===== config.mk =====
export PLATFORM = sky130hd
export DESIGN_NAME = serial_command_line_parser_flat
export DESIGN_NICKNAME = d
export VERILOG_FILES = /design/src/scl_pkg.sv /design/src/scl_if.sv /design/src/scl_match.sv /design/src/serial_command_line_parser.sv /design/src/flat_wrapper.sv
export SDC_FILE = /design/constraint.sdc
export NUM_CORES = 1
export LEC_CHECK = 0
export ABC_CLOCK_PERIOD_IN_PS = 8260
export BUFFER_PORTS_ARGS = -buffer_cell sky130_fd_sc_hd__buf_2
export CORE_MARGIN = 3
export CORE_UTILIZATION = 30
export CTS_CLUSTER_DIAMETER = 120
export DETAILED_ROUTE_END_ITERATION = 12
export GPL_TIMING_DRIVEN = 0
export PLACE_DENSITY = 0.52
export SYNTH_ARGS = -nofsm -noshare
export SYNTH_HDL_FRONTEND = slang
export SYNTH_SLANG_ARGS = --single-unit

===== constraint.sdc =====
create_clock -name clk -period 8.26 [get_ports clk]
set_clock_uncertainty 0.15 [all_clocks]
set_input_delay 1.652 -clock clk [delete_from_list [all_inputs] [get_ports clk]]
set_output_delay 1.652 -clock clk [all_outputs]
set_load 0.005 [all_outputs]

===== src/scl_pkg.sv =====
// shared types, codes and constants of the serial command line parser
package scl_pkg;

	// line storage limit and the width of the length counter
	localparam int unsigned LineCapacity = 32;
	localparam int unsigned LenW = $clog2(LineCapacity);

	// character codes
	localparam logic [7:0] CharNul   = 8'h00;
	localparam logic [7:0] CharTab   = 8'h09;
	localparam logic [7:0] CharLf    = 8'h0A;
	localparam logic [7:0] CharVt    = 8'h0B;
	localparam logic [7:0] CharFf    = 8'h0C;
	localparam logic [7:0] CharCr    = 8'h0D;
	localparam logic [7:0] CharSpace = 8'h20;
	localparam logic [7:0] CharPlus  = 8'h2B;
	localparam logic [7:0] CharMinus = 8'h2D;
	localparam logic [7:0] CharZero  = 8'h30;
	localparam logic [7:0] CharNine  = 8'h39;
	localparam logic [7:0] CharColon = 8'h3A;
	localparam logic [7:0] CharE     = 8'h45;
	localparam logic [7:0] CharG     = 8'h47;
	localparam logic [7:0] CharI     = 8'h49;
	localparam logic [7:0] CharN     = 8'h4E;
	localparam logic [7:0] CharP     = 8'h50;
	localparam logic [7:0] CharQ     = 8'h51;
	localparam logic [7:0] CharR     = 8'h52;

	// item kinds on the input channel
	localparam logic KindByte = 1'b0;
	localparam logic KindTick = 1'b1;

	// register map
	localparam int unsigned PaddrW = 2;
	localparam logic [PaddrW-1:0] AddrStallLimit = 2'd0;
	localparam logic [7:0] StallLimitReset = 8'd20;

	// result command codes
	typedef enum logic [1:0] {
		CMD_UNKNOWN  = 2'd0,
		CMD_DATA_REQ = 2'd1,
		CMD_PING     = 2'd2
	} cmd_t;

	// line match progress, one-hot
	typedef enum logic [13:0] {
		MP_START     = 14'h0001,
		MP_R         = 14'h0002,
		MP_RE        = 14'h0004,
		MP_REQ       = 14'h0008,
		MP_REQ_COLON = 14'h0010,
		MP_P         = 14'h0020,
		MP_PI        = 14'h0040,
		MP_PIN       = 14'h0080,
		MP_PING      = 14'h0100,
		MP_LEAD      = 14'h0200,
		MP_SIGN      = 14'h0400,
		MP_DIGITS    = 14'h0800,
		MP_AFTER     = 14'h1000,
		MP_REJECT    = 14'h2000
	} mp_t;

	// per-line match and number state
	typedef struct packed {
		mp_t         mp;
		logic        text_ended;
		logic        negative;
		logic        digits_seen;
		logic [31:0] value;
		logic        saturated;
	} match_state_t;

	localparam match_state_t MatchClear = '{
		mp: MP_START, text_ended: 1'b0, negative: 1'b0,
		digits_seen: 1'b0, value: 32'd0, saturated: 1'b0
	};

endpackage


===== src/scl_if.sv =====
// channel interfaces of the serial command line parser

// received byte or tick
interface scl_in_if;
	logic       valid;
	logic       ready;
	logic       kind;
	logic [7:0] data_byte;

	modport source (output valid, output kind, output data_byte, input ready);
	modport sink (input valid, input kind, input data_byte, output ready);
endinterface

// parsed line result
interface scl_out_if;
	logic        valid;
	logic        ready;
	logic [1:0]  command;
	logic [31:0] ping_sequence;

	modport source (output valid, output command, output ping_sequence, input ready);
	modport sink (input valid, input command, input ping_sequence, output ready);
endinterface


===== src/scl_match.sv =====
// incremental matcher: advances the line match state by one text byte
module scl_match (
	input  logic [7:0]                 byte_in,
	input  scl_pkg::match_state_t      st,
	output scl_pkg::match_state_t      st_next
);

	logic        is_digit;
	logic [3:0]  digit;
	logic [35:0] acc;
	logic        ovf;
	logic        do_add;

	// value * 10 + digit as two shifted adds, overflow past 32 bits saturates
	assign is_digit = (byte_in >= scl_pkg::CharZero) && (byte_in <= scl_pkg::CharNine);
	assign digit    = 4'(byte_in - scl_pkg::CharZero);
	assign acc      = ({4'd0, st.value} << 3) + ({4'd0, st.value} << 1) + {32'd0, digit};
	assign ovf      = (acc[35:32] != 4'd0);

	// next match state
	always_comb begin
		st_next = st;
		do_add  = 1'b0;
		if (!st.text_ended) begin
			if (byte_in == scl_pkg::CharNul) begin
				st_next.text_ended = 1'b1;
			end else begin
				unique case (st.mp)
					scl_pkg::MP_START: begin
						if (byte_in == scl_pkg::CharR)
							st_next.mp = scl_pkg::MP_R;
						else if (byte_in == scl_pkg::CharP)
							st_next.mp = scl_pkg::MP_P;
						else
							st_next.mp = scl_pkg::MP_REJECT;
					end
					scl_pkg::MP_R: st_next.mp = (byte_in == scl_pkg::CharE) ?
						scl_pkg::MP_RE : scl_pkg::MP_REJECT;
					scl_pkg::MP_RE: st_next.mp = (byte_in == scl_pkg::CharQ) ?
						scl_pkg::MP_REQ : scl_pkg::MP_REJECT;
					scl_pkg::MP_REQ: st_next.mp = (byte_in == scl_pkg::CharColon) ?
						scl_pkg::MP_REQ_COLON : scl_pkg::MP_REJECT;
					scl_pkg::MP_P: st_next.mp = (byte_in == scl_pkg::CharI) ?
						scl_pkg::MP_PI : scl_pkg::MP_REJECT;
					scl_pkg::MP_PI: st_next.mp = (byte_in == scl_pkg::CharN) ?
						scl_pkg::MP_PIN : scl_pkg::MP_REJECT;
					scl_pkg::MP_PIN: st_next.mp = (byte_in == scl_pkg::CharG) ?
						scl_pkg::MP_PING : scl_pkg::MP_REJECT;
					scl_pkg::MP_PING: st_next.mp = (byte_in == scl_pkg::CharColon) ?
						scl_pkg::MP_LEAD : scl_pkg::MP_REJECT;
					scl_pkg::MP_LEAD: begin
						if (byte_in == scl_pkg::CharSpace || byte_in == scl_pkg::CharTab ||
								byte_in == scl_pkg::CharVt || byte_in == scl_pkg::CharFf) begin
							st_next.mp = scl_pkg::MP_LEAD;
						end else if (byte_in == scl_pkg::CharPlus) begin
							st_next.mp = scl_pkg::MP_SIGN;
						end else if (byte_in == scl_pkg::CharMinus) begin
							st_next.negative = 1'b1;
							st_next.mp       = scl_pkg::MP_SIGN;
						end else if (is_digit) begin
							do_add     = 1'b1;
							st_next.mp = scl_pkg::MP_DIGITS;
						end else begin
							st_next.mp = scl_pkg::MP_REJECT;
						end
					end
					scl_pkg::MP_SIGN: begin
						if (is_digit) begin
							do_add     = 1'b1;
							st_next.mp = scl_pkg::MP_DIGITS;
						end else begin
							st_next.mp = scl_pkg::MP_REJECT;
						end
					end
					scl_pkg::MP_DIGITS: begin
						if (is_digit)
							do_add = 1'b1;
						else
							st_next.mp = scl_pkg::MP_AFTER;
					end
					default: st_next.mp = st.mp;
				endcase
			end
		end
		// digit accumulation
		if (do_add) begin
			st_next.digits_seen = 1'b1;
			if (!st.saturated) begin
				if (ovf)
					st_next.saturated = 1'b1;
				else
					st_next.value = acc[31:0];
			end
		end
	end

endmodule


===== src/serial_command_line_parser.sv =====
// top level of the serial command line parser
//
//  channel   dir  transfer        payload
//  in_item   in   valid & ready   kind, data_byte
//  result    out  valid & ready   command, ping_sequence
//  apb       in   psel&penable    paddr, pwdata, prdata (stall_limit_ticks at 0x0)
//
// one item per cycle sustained while results are taken; an item is registered
// in the input register on transfer, and its line state and any result are
// registered when it leaves that register. arst_n clears the line state, the
// idle count and the output register and loads the stall limit with 20. when
// a result waits untaken, no item leaves the input register, and once that
// register holds an item in_item.ready drops until the result moves.
module serial_command_line_parser (
	input  logic                          clk,
	input  logic                          arst_n,
	scl_in_if.sink                        in_item,
	scl_out_if.source                     result,
	input  logic                          psel,
	input  logic                          penable,
	input  logic                          pwrite,
	input  logic [scl_pkg::PaddrW-1:0]    paddr,
	input  logic [31:0]                   pwdata,
	output logic [31:0]                   prdata,
	output logic                          pready
);

	localparam int unsigned LenW = scl_pkg::LenW;
	localparam logic [LenW-1:0] LenLast = LenW'(scl_pkg::LineCapacity - 1);

	logic                    valid_s1;
	logic                    kind_s1;
	logic [7:0]              byte_s1;
	logic                    advance;

	logic [7:0]              stall_limit_q;
	logic [7:0]              idle_q;
	logic [LenW-1:0]         len_q;
	scl_pkg::match_state_t   st_q;

	logic [7:0]              idle_inc;
	logic [7:0]              idle_chk;
	logic                    stalled;
	scl_pkg::match_state_t   st_live;
	scl_pkg::match_state_t   st_match;
	logic [LenW-1:0]         len_live;

	logic [7:0]              idle_d;
	logic [LenW-1:0]         len_d;
	scl_pkg::match_state_t   st_d;
	logic                    res_fire;
	scl_pkg::cmd_t           res_cmd;
	logic [31:0]             res_seq;

	logic                    out_valid_q;
	scl_pkg::cmd_t           out_cmd_q;
	logic [31:0]             out_seq_q;

	// configuration port
	assign pready = 1'b1;
	assign prdata = (paddr == scl_pkg::AddrStallLimit) ? {24'd0, stall_limit_q} : 32'd0;

	always_ff @(posedge clk or negedge arst_n) begin
		if (!arst_n) begin
			stall_limit_q <= scl_pkg::StallLimitReset;
		end else if (psel && penable && pwrite && paddr == scl_pkg::AddrStallLimit) begin
			stall_limit_q <= pwdata[7:0];
		end
	end

	// input register
	assign advance       = valid_s1 && (!out_valid_q || result.ready);
	assign in_item.ready = !valid_s1 || advance;

	always_ff @(posedge clk or negedge arst_n) begin
		if (!arst_n) begin
			valid_s1 <= 1'b0;
		end else if (in_item.ready) begin
			valid_s1 <= in_item.valid;
		end
	end

	always_ff @(posedge clk) begin
		if (in_item.valid && in_item.ready) begin
			kind_s1 <= in_item.kind;
			byte_s1 <= in_item.data_byte;
		end
	end

	// stall check: ticks look at the bumped count, bytes at the count so far
	assign idle_inc = (idle_q == 8'hFF) ? idle_q : idle_q + 8'd1;
	assign idle_chk = (kind_s1 == scl_pkg::KindTick) ? idle_inc : idle_q;
	assign stalled  = (len_q != '0) && (idle_chk > stall_limit_q);
	assign st_live  = stalled ? scl_pkg::MatchClear : st_q;
	assign len_live = stalled ? '0 : len_q;

	scl_match u_match (
		.byte_in (byte_s1),
		.st      (st_live),
		.st_next (st_match)
	);

	// line state update and result decode
	always_comb begin
		idle_d   = idle_q;
		len_d    = len_live;
		st_d     = st_live;
		res_fire = 1'b0;
		res_cmd  = scl_pkg::CMD_UNKNOWN;
		res_seq  = 32'd0;
		if (kind_s1 == scl_pkg::KindTick) begin
			idle_d = idle_inc;
		end else begin
			idle_d = 8'd0;
			if (byte_s1 == scl_pkg::CharCr) begin
				len_d = len_live;
			end else if (byte_s1 == scl_pkg::CharLf) begin
				res_fire = 1'b1;
				unique case (st_live.mp) inside
					scl_pkg::MP_REQ, scl_pkg::MP_REQ_COLON: res_cmd = scl_pkg::CMD_DATA_REQ;
					scl_pkg::MP_PING: res_cmd = scl_pkg::CMD_PING;
					scl_pkg::MP_DIGITS, scl_pkg::MP_AFTER: begin
						res_cmd = scl_pkg::CMD_PING;
						if (st_live.saturated)
							res_seq = 32'hFFFF_FFFF;
						else if (st_live.negative)
							res_seq = 32'd0 - st_live.value;
						else
							res_seq = st_live.value;
					end
					default: res_cmd = scl_pkg::CMD_UNKNOWN;
				endcase
				len_d = '0;
				st_d  = scl_pkg::MatchClear;
			end else if (len_live < LenLast) begin
				len_d = len_live + 1'b1;
				st_d  = st_match;
			end else begin
				len_d = '0;
				st_d  = scl_pkg::MatchClear;
			end
		end
	end

	// line state registers
	always_ff @(posedge clk or negedge arst_n) begin
		if (!arst_n) begin
			idle_q <= 8'd0;
			len_q  <= '0;
			st_q   <= scl_pkg::MatchClear;
		end else if (advance) begin
			idle_q <= idle_d;
			len_q  <= len_d;
			st_q   <= st_d;
		end
	end

	// result register
	always_ff @(posedge clk or negedge arst_n) begin
		if (!arst_n) begin
			out_valid_q <= 1'b0;
		end else if (advance) begin
			out_valid_q <= res_fire;
		end else if (result.ready) begin
			out_valid_q <= 1'b0;
		end
	end

	always_ff @(posedge clk) begin
		if (advance && res_fire) begin
			out_cmd_q <= res_cmd;
			out_seq_q <= res_seq;
		end
	end

	assign result.valid         = out_valid_q;
	assign result.command       = out_cmd_q;
	assign result.ping_sequence = out_seq_q;

	// checks
	a_match_onehot: assert property (@(posedge clk) disable iff (!arst_n)
		$onehot(st_q.mp))
		else $error("match progress lost its one-hot code");

	a_seq_zero: assert property (@(posedge clk) disable iff (!arst_n)
		out_valid_q && out_cmd_q != scl_pkg::CMD_PING |-> out_seq_q == 32'd0)
		else $error("non-ping result carries a sequence");

	a_byte_clears_idle: assert property (@(posedge clk) disable iff (!arst_n)
		advance && kind_s1 == scl_pkg::KindByte |=> idle_q == 8'd0)
		else $error("received byte did not clear the idle count");

	a_lf_result: assert property (@(posedge clk) disable iff (!arst_n)
		advance && kind_s1 == scl_pkg::KindByte && byte_s1 == scl_pkg::CharLf
		|=> out_valid_q && len_q == '0)
		else $error("line end gave no result or kept the line");

endmodule

===== src/flat_wrapper.sv =====
// flat-port wrapper written by rule: the top's interface ports become plain ports
module serial_command_line_parser_flat 
  (clk, arst_n, psel, penable, pwrite, paddr, pwdata, prdata, pready, in_item_valid, in_item_kind, in_item_data_byte, in_item_ready, result_valid, result_command, result_ping_sequence, result_ready);
  scl_in_if in_item_i ();
  scl_out_if result_i ();
  input  logic clk;
  input  logic arst_n;
  input  logic psel;
  input  logic penable;
  input  logic pwrite;
  input  logic [scl_pkg::PaddrW-1:0] paddr;
  input  logic [31:0] pwdata;
  output logic [31:0] prdata;
  output logic pready;
  input wire logic [$bits(in_item_i.valid)-1:0] in_item_valid;
  input wire logic [$bits(in_item_i.kind)-1:0] in_item_kind;
  input wire logic [$bits(in_item_i.data_byte)-1:0] in_item_data_byte;
  output wire logic [$bits(in_item_i.ready)-1:0] in_item_ready;
  output wire logic [$bits(result_i.valid)-1:0] result_valid;
  output wire logic [$bits(result_i.command)-1:0] result_command;
  output wire logic [$bits(result_i.ping_sequence)-1:0] result_ping_sequence;
  input wire logic [$bits(result_i.ready)-1:0] result_ready;
  assign in_item_i.valid = in_item_valid;
  assign in_item_i.kind = in_item_kind;
  assign in_item_i.data_byte = in_item_data_byte;
  assign in_item_ready = in_item_i.ready;
  assign result_valid = result_i.valid;
  assign result_command = result_i.command;
  assign result_ping_sequence = result_i.ping_sequence;
  assign result_i.ready = result_ready;
  serial_command_line_parser u_core (.clk(clk), .arst_n(arst_n), .in_item(in_item_i), .result(result_i), .psel(psel), .penable(penable), .pwrite(pwrite), .paddr(paddr), .pwdata(pwdata), .prdata(prdata), .pready(pready));
endmodule

# Word-level counts from Yosys, hierarchy flattened
# Index checks and enable logic that the tools add are counted.
# word_totals
register_bits	116
# classes
n_reduce_logical	26
eq_ne	30
n_lt_le_gt_ge	4
n_addsub	6
mux	56
bitwise	2
# op_table
op	n
50-bit two-way mux	5
14-bit two-way mux	15
14-bit case mux with 11 select lines	1
32-bit two-way mux	3
8-bit by 7-bit equality test with 1-bit output, second input constant	7
8-bit by 4-bit equality test with 1-bit output, second input constant	5
35-bit by 33-bit adder with 36-bit output	1
36-bit by 4-bit adder with 36-bit output	1
34-bit two-way mux	1
33-bit two-way mux	1
8-bit by 6-bit equality test with 1-bit output, second input constant	4
8-bit two-way mux	4
1-bit by 32-bit subtractor with 32-bit output, first input constant	1
5-bit two-way mux	5
1-bit two-way mux	18
16-bit two-way mux	1
14-bit by 1-bit equality test with 1-bit output, second input constant	1
14-bit by 10-bit equality test with 1-bit output, second input constant	1
14-bit by 11-bit equality test with 1-bit output, second input constant	1
14-bit by 12-bit equality test with 1-bit output, second input constant	1
14-bit by 13-bit equality test with 1-bit output, second input constant	1
14-bit by 2-bit equality test with 1-bit output, second input constant	1
14-bit by 3-bit equality test with 1-bit output, second input constant	1
14-bit by 4-bit equality test with 1-bit output, second input constant	1
27 further kinds	43

# Depth between registers and ports, before layout
# Gate-level depths: netlist of run 1.
# depth
word_depth	16
mapped_depth	31

# Cells and area by module
# Synthesis of run 1 repeated with hierarchy kept, for this count alone.
# unflattened
hier_cells	1162
hier_area_um2	10129.7
# modules_own_cells
module	instances	seq_area_each_um2	cells_per_inst	area_each_um2
serial_command_line_parser	1	3121.7	677	6493.7
scl_match	1	0.0	485	3636.0

# Worst setup path before layout of run 1
# No wires, ideal clock.
# synth_path
path_kind	reg-to-reg
start	register u_core.idle_q[4]
end	register u_core.st_q[2] in the netlist's numbering
path_slack_ps	1534
t_required_ps	7986
period_less_slack_ps	6726
t_arrival_ps	6452
stages_incl_launch_ff	31
cell_sequence	dfrtp_1 > clkbuf_1 > and3_1 > and3_1 > nand3_1 > and2_1 > nand4_1 > xnor2_1 > ha_1 > a211o_1 > o211ai_1 > nand4_1 > nand2_2 > clkbuf_1 > clkbuf_1 > clkbuf_1 > and2_1 > ha_1 > ha_1 > buf_6 > a21o_1 > a21o_1 > a221o_1 > or3_1 > a21oi_1 > or3_1 > o21ai_2 > or4_1 > buf_2 > and3_1 > a211o_1
# synth_via
elab_chain_len	16
word_cells_on_any_way	26
classes_between	3 x add/sub; 2 x order compare; 4 x eq/ne; 14 x mux; 3 x reduce/logical
# synth_rtl
item	line	rtl
start, declared	serial_command_line_parser.sv:37	logic [7:0] idle_q;
start signal, assigned	serial_command_line_parser.sv:152	idle_q <= idle_d;
8-bit by 1-bit adder with 8-bit output / 8-bit equality test (equally long branches)	serial_command_line_parser.sv:91	assign idle_inc = (idle_q == 8'hFF) ? idle_q : idle_q + 8'd1;
8-bit two-way mux	serial_command_line_parser.sv:91	
8-bit two-way mux *	serial_command_line_parser.sv:92	assign idle_chk = (kind_s1 == scl_pkg::KindTick) ? idle_inc : idle_q;
8-bit greater-than comparator *	serial_command_line_parser.sv:93	assign stalled = (len_q != '0) && (idle_chk > stall_limit_q);
1-bit logical AND *	serial_command_line_parser.sv:93	
50-bit two-way mux	serial_command_line_parser.sv:94	assign st_live = stalled ? scl_pkg::MatchClear : st_q;
35-bit by 33-bit adder with 36-bit output (tied with other cells)	scl_match.sv:17	assign acc = ({4'd0, st.value} << 3) + ({4'd0, st.value} << 1) + {32'd0, digit};
36-bit by 4-bit adder with 36-bit output / 2-bit OR reduction (equally long branches)	n/a	
4-bit nonzero test / 1-bit case mux with 2 select lines (equally long branches)	scl_match.sv:18, scl_match.sv:28	
32-bit two-way mux / 1-bit two-way mux (equally long branches)	scl_match.sv:89, scl_match.sv:25	
33-bit two-way mux / 1-bit two-way mux (equally long branches)	scl_match.sv:88, scl_match.sv:24	
34-bit two-way mux	scl_match.sv:86	if (do_add) begin
50-bit two-way mux	serial_command_line_parser.sv:135	end else if (len_live < LenLast) begin
50-bit two-way mux	serial_command_line_parser.sv:117	end else if (byte_s1 == scl_pkg::CharLf) begin
50-bit two-way mux	serial_command_line_parser.sv:115	if (byte_s1 == scl_pkg::CharCr) begin
50-bit two-way mux *	serial_command_line_parser.sv:111	if (kind_s1 == scl_pkg::KindTick) begin
end signal, assigned	serial_command_line_parser.sv:150	st_q <= scl_pkg::MatchClear;
end signal, assigned	serial_command_line_parser.sv:154	st_q <= st_d;
end, declared	serial_command_line_parser.sv:39	scl_pkg::match_state_t st_q;
# Mark *: on every way between the ends. The rest lies on a longest branch, timed or not.
# A chain may end at the register's enable or synchronous reset.

# Worst setup path after layout of run 1
# layout_path
start	register u_core.idle_q[3]
end	register u_core.st_q[2] in the netlist's numbering
# Same word-level chain as after synthesis.

==> metrics.md, run 1 <==
| Metric | Value |
|---|---|
| Run status | `completed` |
| Min cycle time layout | `7.774 ns` |
| Syn Area/Cell | `around 9 um2` |
| Worst R2R Path Depth | `30` |
| Fin. Hold Viols | `0` |
| Power share of the combinational group | `0.242` |
| Starting DRC count in detailed routing | `558` |
| Core area | `roughly 30000 um2` |
| CTS tree | `done` |
| Seq/Total Area, Yosys | `0.3370` |
| Slew HR | `0.3411` |
| Chip height | `~180 um` |
| Initial core utilization | `0.3076` |
| Clock buffer depth | `2` |
| Flop2flop setup slack | `about 0.49 ns` |
| Post-synth EDFFs | `between 40 and 50` |
| Initial antenna violation count | `0` |
| Placed cell count | `~1500` |
| Critical R2R Launch | `u_core.idle_q[3]` |
| Post-Layout Cell Count | `around 1500` |
| Area Growth Syn to Fin | `17.88%` |
| WP data required | `about 8.4 ns` |
| Switch share | `0.3272` |
| WL final | `26060 um` |
| Worst-path maximum fanout | `10` |
| H-tree depth | `4` |
| DRC viols | `0` |
| Crit. End Element | `register` |
| Post-DRT Antenna Nets | `0` |
| Clock Latency Late Sink | `roughly 0.44 ns` |
| I/O pins | `between 100 and 150` |
| Hold Crit Class | `register to register` |
| Share of cells above drive strength 1 | `0.1578` |
| Clock share of power | `0.414` |
| Power per cell area | `around 180 nW/um2` |
| First-pass GRT wire length | `42520 um` |
| Netlist Area Pre-Place | `slightly above 9000 um2` |
| Die Wd | `approximately 180 um` |
| Slowest CP cell | `or4_1` |
| Vias in the first global route | `7913` |
| Clk slew on worst S/H paths | `0.07 ns` |
| Count of input and output buffers | `67` |
| Via count | `around 8000` |
| Pint | `around 1.3 mW` |
| Sink Count | `roughly 120` |
| # diodes | `0` |
| Largest net degree at the start of global routing | `between 40 and 50` |
| Lkg Pwr | `4.897 nW` |
| Startpoint types | `register` |
| CP Data Arrival Time | `just under 8 ns` |
| Setup WS pre-CTS | `-0.3975 ns` |
| FF-to-FF End | `u_core.st_q[2]` |
| Final core occ | `0.3626` |
| Async SR Flop Fraction | `0.6261` |
| Switching power | `between 600 and 700 uW` |
| Setup-failing EPs final | `0` |
| Final Max Slew Viols | `0` |
| Seq pwr share | `0.344` |
| Detailed Place HPWL | `19780 um` |
| PnR worst setup slack | `roughly 0.49 ns` |
| Pre-antenna DRT Iters | `5` |
| Clock root cell | `clkbuf_16` |
| FMAX | `128.6 MHz` |
| CP Launch Point | `u_core.idle_q[3]` |
| DIE AREA | `32760 um2` |
| RD Place Congestion | `approximately 0.9` |
| CTS Buf Count | `17` |
| Max cap viols | `0` |
| FP Rows | `63` |
| Vias per cell | `roughly 5.2` |
| Final worst path period share | `0.9411` |
| Gr usage total | `0.1597` |
| RSZ-0062 raised after global routing | `false` |
| Maximum VDD drop | `between 0.1 and 0.15 mV` |
| Synthesized flop and latch total | `around 120` |
| Global route overflow | `0` |
| Synth Warn # | `0` |
| Worst setup endpoint | `u_core.st_q[2]` |
| Setup Crit Path Kind | `register to register` |
| Synthesized instance count | `about 1000` |
| Crit path largest cell delay | `between 0.5 and 0.6 ns` |
| Worst Tran Pin Value | `0.9793 ns` |
| Main synth FF type | `dfrtp_1` |
| Cell variety after synth | `76` |
| Nets | `about 1300` |
| WL per Instance | `~17 um` |
## repair_timing
action                                  CTS  global route
hold buffers                              0             0
setup buffers                             0             4
hold endpoints to repair                  0             0
endpoints found under the setup margin   32            32
pin swaps                                 0             1
resized for setup                         4             6
## state kept, by name (all words and copies together) (netlist names), 2 cells and up
register                     count
u_core.byte_s1                   8
u_core.stall_limit_q             8
u_core.idle_q                    8
u_core.result.command            2
u_core.result.ping_sequence     32
u_core.len_q                     5
u_core.st_q                     49
## critical path: cells and delay by family (launching register included)
kind	cells	cell delay [ns]
DFF	1	0.32
adders and majority gates	3	0.84
and+or+nand+nor	12	2.93
xor gates and xnor gates	1	0.13
AOI/OAI and AO/OA	8	1.62
buffers and inverters	6	1.64
## cell usage after synthesis, types with 25 or more instances
| cell | number | area [um2] |
|---|---|---|
| a22o_1 | 34 | 297.8 |
| buf_4 | 25 | 187.7 |
| o21ai_0 | 43 | 215.2 |
| xnor2_1 | 33 | 289.0 |
| clkbuf_1 | 45 | 168.9 |
| nand2_1 | 81 | 304.0 |
| ha_1 | 74 | 925.9 |
| a21oi_1 | 90 | 450.4 |
| dfrtp_1 | 69 | 1727 |
| inv_1 | 27 | 101.4 |
| nor2_1 | 62 | 232.7 |
| nand3_1 | 27 | 135.1 |
| nor3_1 | 35 | 175.2 |
| edfxtp_1 | 43 | 1291 |
| and2_1 | 38 | 237.7 |
| xor2_1 | 39 | 341.6 |
## layer usage
metal  wire [um]  track usage  part of all wire
met2       11980       0.2587              0.46
met1       12140       0.2199              0.47
met3        1549      0.02939             0.059
met5           0            0                 0
met4         376      0.04327             0.014
## kinds of logic (layout without fill, tap and decap cells)
| family | Yosys count | after routing | share of synthesized area |
|---|---|---|---|
| flops | 115 | 115 | 0.3370 |
| xor+xnor | 72 | 72 | 0.06863 |
| simple gates | 358 | 358 | 0.2045 |
| fa+ha+maj | 75 | 75 | 0.1029 |
| other cells | 2 | 25 | 0.0008173 |
| buf+inv | 110 | 214 | 0.06087 |
| compound gates | 280 | 280 | 0.2085 |
| mux | 14 | 14 | 0.01675 |
## per-stage QoR
step                power, mW  hold slack, ns  cell area [um2]  TNS, ns
global placement        1.142          0.3411            10100   -7.513
floorplan              0.9980          0.3294             9275        0
global route            2.059          0.3783            10830        0
finish                  1.950          0.3631            10830        0
detailed placement      1.147          0.3489            10160   -9.776
CTS                     1.967          0.3651            10790        0
## worst min path at each step
stage	startpoint	endpoint	slack [ns]	cells after the start
after detailed placement	u_core.stall_limit_q[1]	u_core.stall_limit_q[1]	0.35	1
after floorplan	u_core.stall_limit_q[1]	u_core.stall_limit_q[1]	0.33	1
after CTS	u_core.stall_limit_q[1]	u_core.stall_limit_q[1]	0.37	1
final	u_core.stall_limit_q[1]	u_core.stall_limit_q[1]	0.36	1
after global placement	u_core.stall_limit_q[3]	u_core.stall_limit_q[3]	0.34	1
after global routing	u_core.stall_limit_q[5]	u_core.stall_limit_q[5]	0.38	1
## cell type report
type	count	area, um2
Clock inverter	14	202.7
Inverter	28	105.1
Buffer	81	457.9
Multi-Input combinational cell	824	5629
Fill cell	3108	19040
Clock buffer	18	429.2
Tap cell	390	488.0
Sequential cell	115	3097
Timing Repair Buffer	73	422.9
## placed cells by master (no fill, tap or decap), types with 5 or more instances in the layout
cell type / netlist / layout
a211o_1: 5 / 5
a21o_1: 18 / 18
a21oi_1: 90 / 89
a22o_1: 34 / 34
a31oi_1: 11 / 10
a32o_1: 5 / 5
and2_1: 38 / 38
and3_1: 16 / 16
buf_2: 6 / 72
buf_4: 25 / 30
buf_6: 6 / 6
clkbuf_1: 45 / 39
clkbuf_16: 0 / 17
clkbuf_2: 0 / 6
clkinv_4: 0 / 7
conb_1: 2 / 25
dfrtp_1: 69 / 69
edfxtp_1: 43 / 43
ha_1: 74 / 74
inv_1: 27 / 27
mux2_2: 11 / 11
nand2_1: 81 / 81
nand2b_1: 11 / 11
nand3_1: 27 / 27
nand3b_1: 6 / 6
nand4_1: 20 / 20
nor2_1: 62 / 62
nor2b_1: 10 / 10
nor3_1: 35 / 35
nor3b_1: 6 / 6
nor4_1: 12 / 12
o211ai_1: 10 / 10
o21ai_0: 43 / 43
o31ai_1: 15 / 15
o41ai_1: 5 / 5
or3_1: 9 / 9
or4_1: 9 / 9
xnor2_1: 33 / 33
xor2_1: 39 / 39
## power by group through the flow
stage	clock, mW	sequential (mW)	combinational [mW]
3_3_place_gp	0	0.680	0.462
2_1_floorplan	0	0.668	0.330
4_1_cts	0.825	0.671	0.472
6_report	0.807	0.671	0.472
5_1_grt	0.848	0.678	0.533
3_5_place_dp	0	0.680	0.467
Power figures use the tool's default switching activity.
==> inputs of run 2 (changes only) <==
--- a/config.mk
+++ b/config.mk
@@ -6,13 +6,13 @@
 export NUM_CORES = 1
 export LEC_CHECK = 0
 export ABC_CLOCK_PERIOD_IN_PS = 8260
-export BUFFER_PORTS_ARGS = -buffer_cell sky130_fd_sc_hd__buf_2
 export CORE_MARGIN = 3
 export CORE_UTILIZATION = 30
 export CTS_CLUSTER_DIAMETER = 120
 export DETAILED_ROUTE_END_ITERATION = 12
+export DONT_BUFFER_PORTS = 1
 export GPL_TIMING_DRIVEN = 0
-export PLACE_DENSITY = 0.52
+export PLACE_DENSITY = 0.49
 export SYNTH_ARGS = -nofsm -noshare
 export SYNTH_HDL_FRONTEND = slang
 export SYNTH_SLANG_ARGS = --single-unit
==> metrics.md, run 2 (synthesis gave the netlist of run 1 again) <==
| Metric | Value |
|---|---|
| Share of cells above drive strength 1 | `0.1061 (-0.05176)` |
| Crit. End Element | `register` |
| Vias in the first global route | `7719 (-2.5%)` |
| Fin. Hold Viols | `0 (unchanged)` |
| CTS Buf Count | `17 (unchanged)` |
| Area Growth Syn to Fin | `12.88%` |
| H-tree depth | `4 (unchanged)` |
| Detailed Place HPWL | `19480 um (-1.5%)` |
| WL per Instance | `17.53 um (+3.8%)` |
| Setup Crit Path Kind | `register to register` |
| CP delay by family, top | `simple AND/OR/NAND/NOR gates` |
| Max cap viols | `0 (unchanged)` |
| FMAX | `128.0 MHz (-0.49%)` |
| WL final | `25840 um (-0.84%)` |
| Min cycle time layout | `7.812 ns (+0.03828 ns)` |
| RD Place Congestion | `0.8758 (-2.2%)` |
| Startpoint types | `register` |
| CTS tree | `done` |
| CP Data Arrival Time | `7.99 ns (+0.05 ns)` |
| Slowest CP cell | `or4_1` |
| RSZ-0062 raised after global routing | `false` |
| Sink Count | `115 (unchanged)` |
| Most frequent cells in the layout | `a21oi_1, nand2_1, ha_1` |
| # diodes | `0 (unchanged)` |
| Final Max Slew Viols | `0 (unchanged)` |
| Clock buffer depth | `2 (unchanged)` |
| Initial antenna violation count | `1 (+1)` |
| I/O pins | `119 (unchanged)` |
| Clk slew on worst S/H paths | `0.06 ns (about the same)` |
| Initial core utilization | `0.3076 (unchanged)` |
| Nets | `1196 (-5.5%)` |
| Setup-failing EPs final | `0 (unchanged)` |
| Slew HR | `0.3088 (-0.03235)` |
| Gr usage total | `0.1589 (-0.0008587)` |
| Count of input and output buffers | `0 (-100%)` |
| Largest net degree at the start of global routing | `73 (+70%)` |
| Setup TNS Final | `0 ns (unchanged)` |
| Pre-antenna DRT Iters | `5 (unchanged)` |
| DIE AREA | `32760 um2 (unchanged)` |
| WP data required | `8.44 ns (+0.02 ns)` |
| Biggest register | `u_core.st_q` |
| Setup WS pre-CTS | `-0.4306 ns (-0.03307 ns)` |
| First-pass GRT wire length | `41790 um (-1.7%)` |
| Largest register FFs | `49 (unchanged)` |
| Lkg Pwr | `4.542 nW (-7.3%)` |
| Core area | `29870 um2 (unchanged)` |
| Vias per cell | `5.240 (+1.5%)` |
| Hold Buf Count CTS | `0 (unchanged)` |
| Via count | `7724 (-3.0%)` |
| Post-DRT Antenna Nets | `0 (unchanged)` |
| Global route overflow | `0 (unchanged)` |
| DRC viols | `0 (unchanged)` |
| Clock Latency Late Sink | `0.45 ns (about the same)` |
| Chip height | `181.0 um (unchanged)` |
| Power per cell area | `178.4 nW/um2 (-0.90%)` |
| Maximum VDD drop | `0.1347 mV (-0.93%)` |
| Run status | `completed` |
| Hold Crit Class | `register to register` |
| Starting DRC count in detailed routing | `522 (-6.5%)` |
| Clock root cell | `clkbuf_16` |
| Worst-path maximum fanout | `10 (unchanged)` |
| Die Wd | `181.0 um (unchanged)` |
| PnR worst setup slack | `0.4479 ns (-0.03828 ns)` |
| Final worst path period share | `0.9458 (+0.004634)` |
| Crit path largest cell delay | `0.52 ns (about the same)` |
| Hold WS | `0.3568 ns (-0.006308 ns)` |
| Worst Tran Pin Value | `1.027 ns (+0.04808 ns)` |
| FP Rows | `63 (unchanged)` |
| Bufs and invs on worst path | `6 (unchanged)` |
| Commonest non-fill, non-tap cell in the layout | `a21oi_1` |
run 2: cell count changes in the layout (fill, tap and decap cells not counted):
cell        before  now
clkinv_2         0    2
inv_2            1    2
buf_4           30   28
inv_6            2    3
clkinvlp_4       0    5
buf_2           72    7
inv_1           27   26
buf_16           2    0
clkinv_4         7    3
bufinv_16        4    1
clkbuf_2         6    5
clkbuf_8         0    1
clkinv_1         1    0
run 2: through the flow:
step,cell area (um2),utilization,power [mW],instances
after global routing,10370,0.3472,1.953,1474
final,10370,0.3472,1.851,1474
after global placement,9763,0.3268,1.126,1439
after CTS,10340,0.3460,1.863,1471
after detailed placement,9763,0.3268,1.125,1439
after floorplan,9275,-,0.9980,1049
run 2: what timing repair did:
action / CTS / global route
gates resized for setup: 4 / 7
buffers inserted: 0 / 3
pin swaps: 0 / 1
gates cloned: 0 / 0
endpoints found under the setup margin: 32 / 32
run 2: final cells by class:
cell class	instances	area, um2
Sequential cell	115	3097
Tap cell	390	488.0
Clock inverter	14	130.1
Buffer	82	461.7
Multi-Input combinational cell	824	5629
Fill cell	3067	19500
Clock buffer	18	439.2
Inverter	28	105.1
Timing Repair Buffer	3	22.52
run 2: path summary, 6_finish.rpt:
check                                         from                       to  slack, ns  depth (start not counted)
setup reg to reg                  u_core.idle_q[3]           u_core.st_q[2]       0.45                         30
hold reg to reg            u_core.stall_limit_q[1]  u_core.stall_limit_q[1]       0.36                          1
setup / recovery                  u_core.idle_q[3]           u_core.st_q[2]       0.45                         30
max in group asynchronous                   arst_n  u_core.stall_limit_q[4]       6.96                          0
min in group asynchronous                   arst_n           u_core.st_q[3]       0.76                          0
hold / removal             u_core.stall_limit_q[1]  u_core.stall_limit_q[1]       0.36                          1
run 2: report_power, final:
part           switching (mW)  internal [mW]
Combinational           0.285          0.166
Clock                   0.306          0.423
Sequential             0.0404          0.631
run 2: routing by layer:
layer,global-route usage,up-vias,wire length (um)
met1,0.2168,3626,12500
met2,0.2515,206,11510
met3,0.03704,42,1274
li1,-,3848,-
met5,0,-,13
met4,0.04723,2,541
run 2: worst reg2reg max path, delay by kind of cell (launching register included):
family	cells	cell delay [ns]
adders and majority gates	3	0.79
buffers and inverters	6	1.62
and+or+nand+nor	12	2.80
xor gates and xnor gates	2	0.37
AOI/OAI and AO/OA	7	1.67
DFF	1	0.32
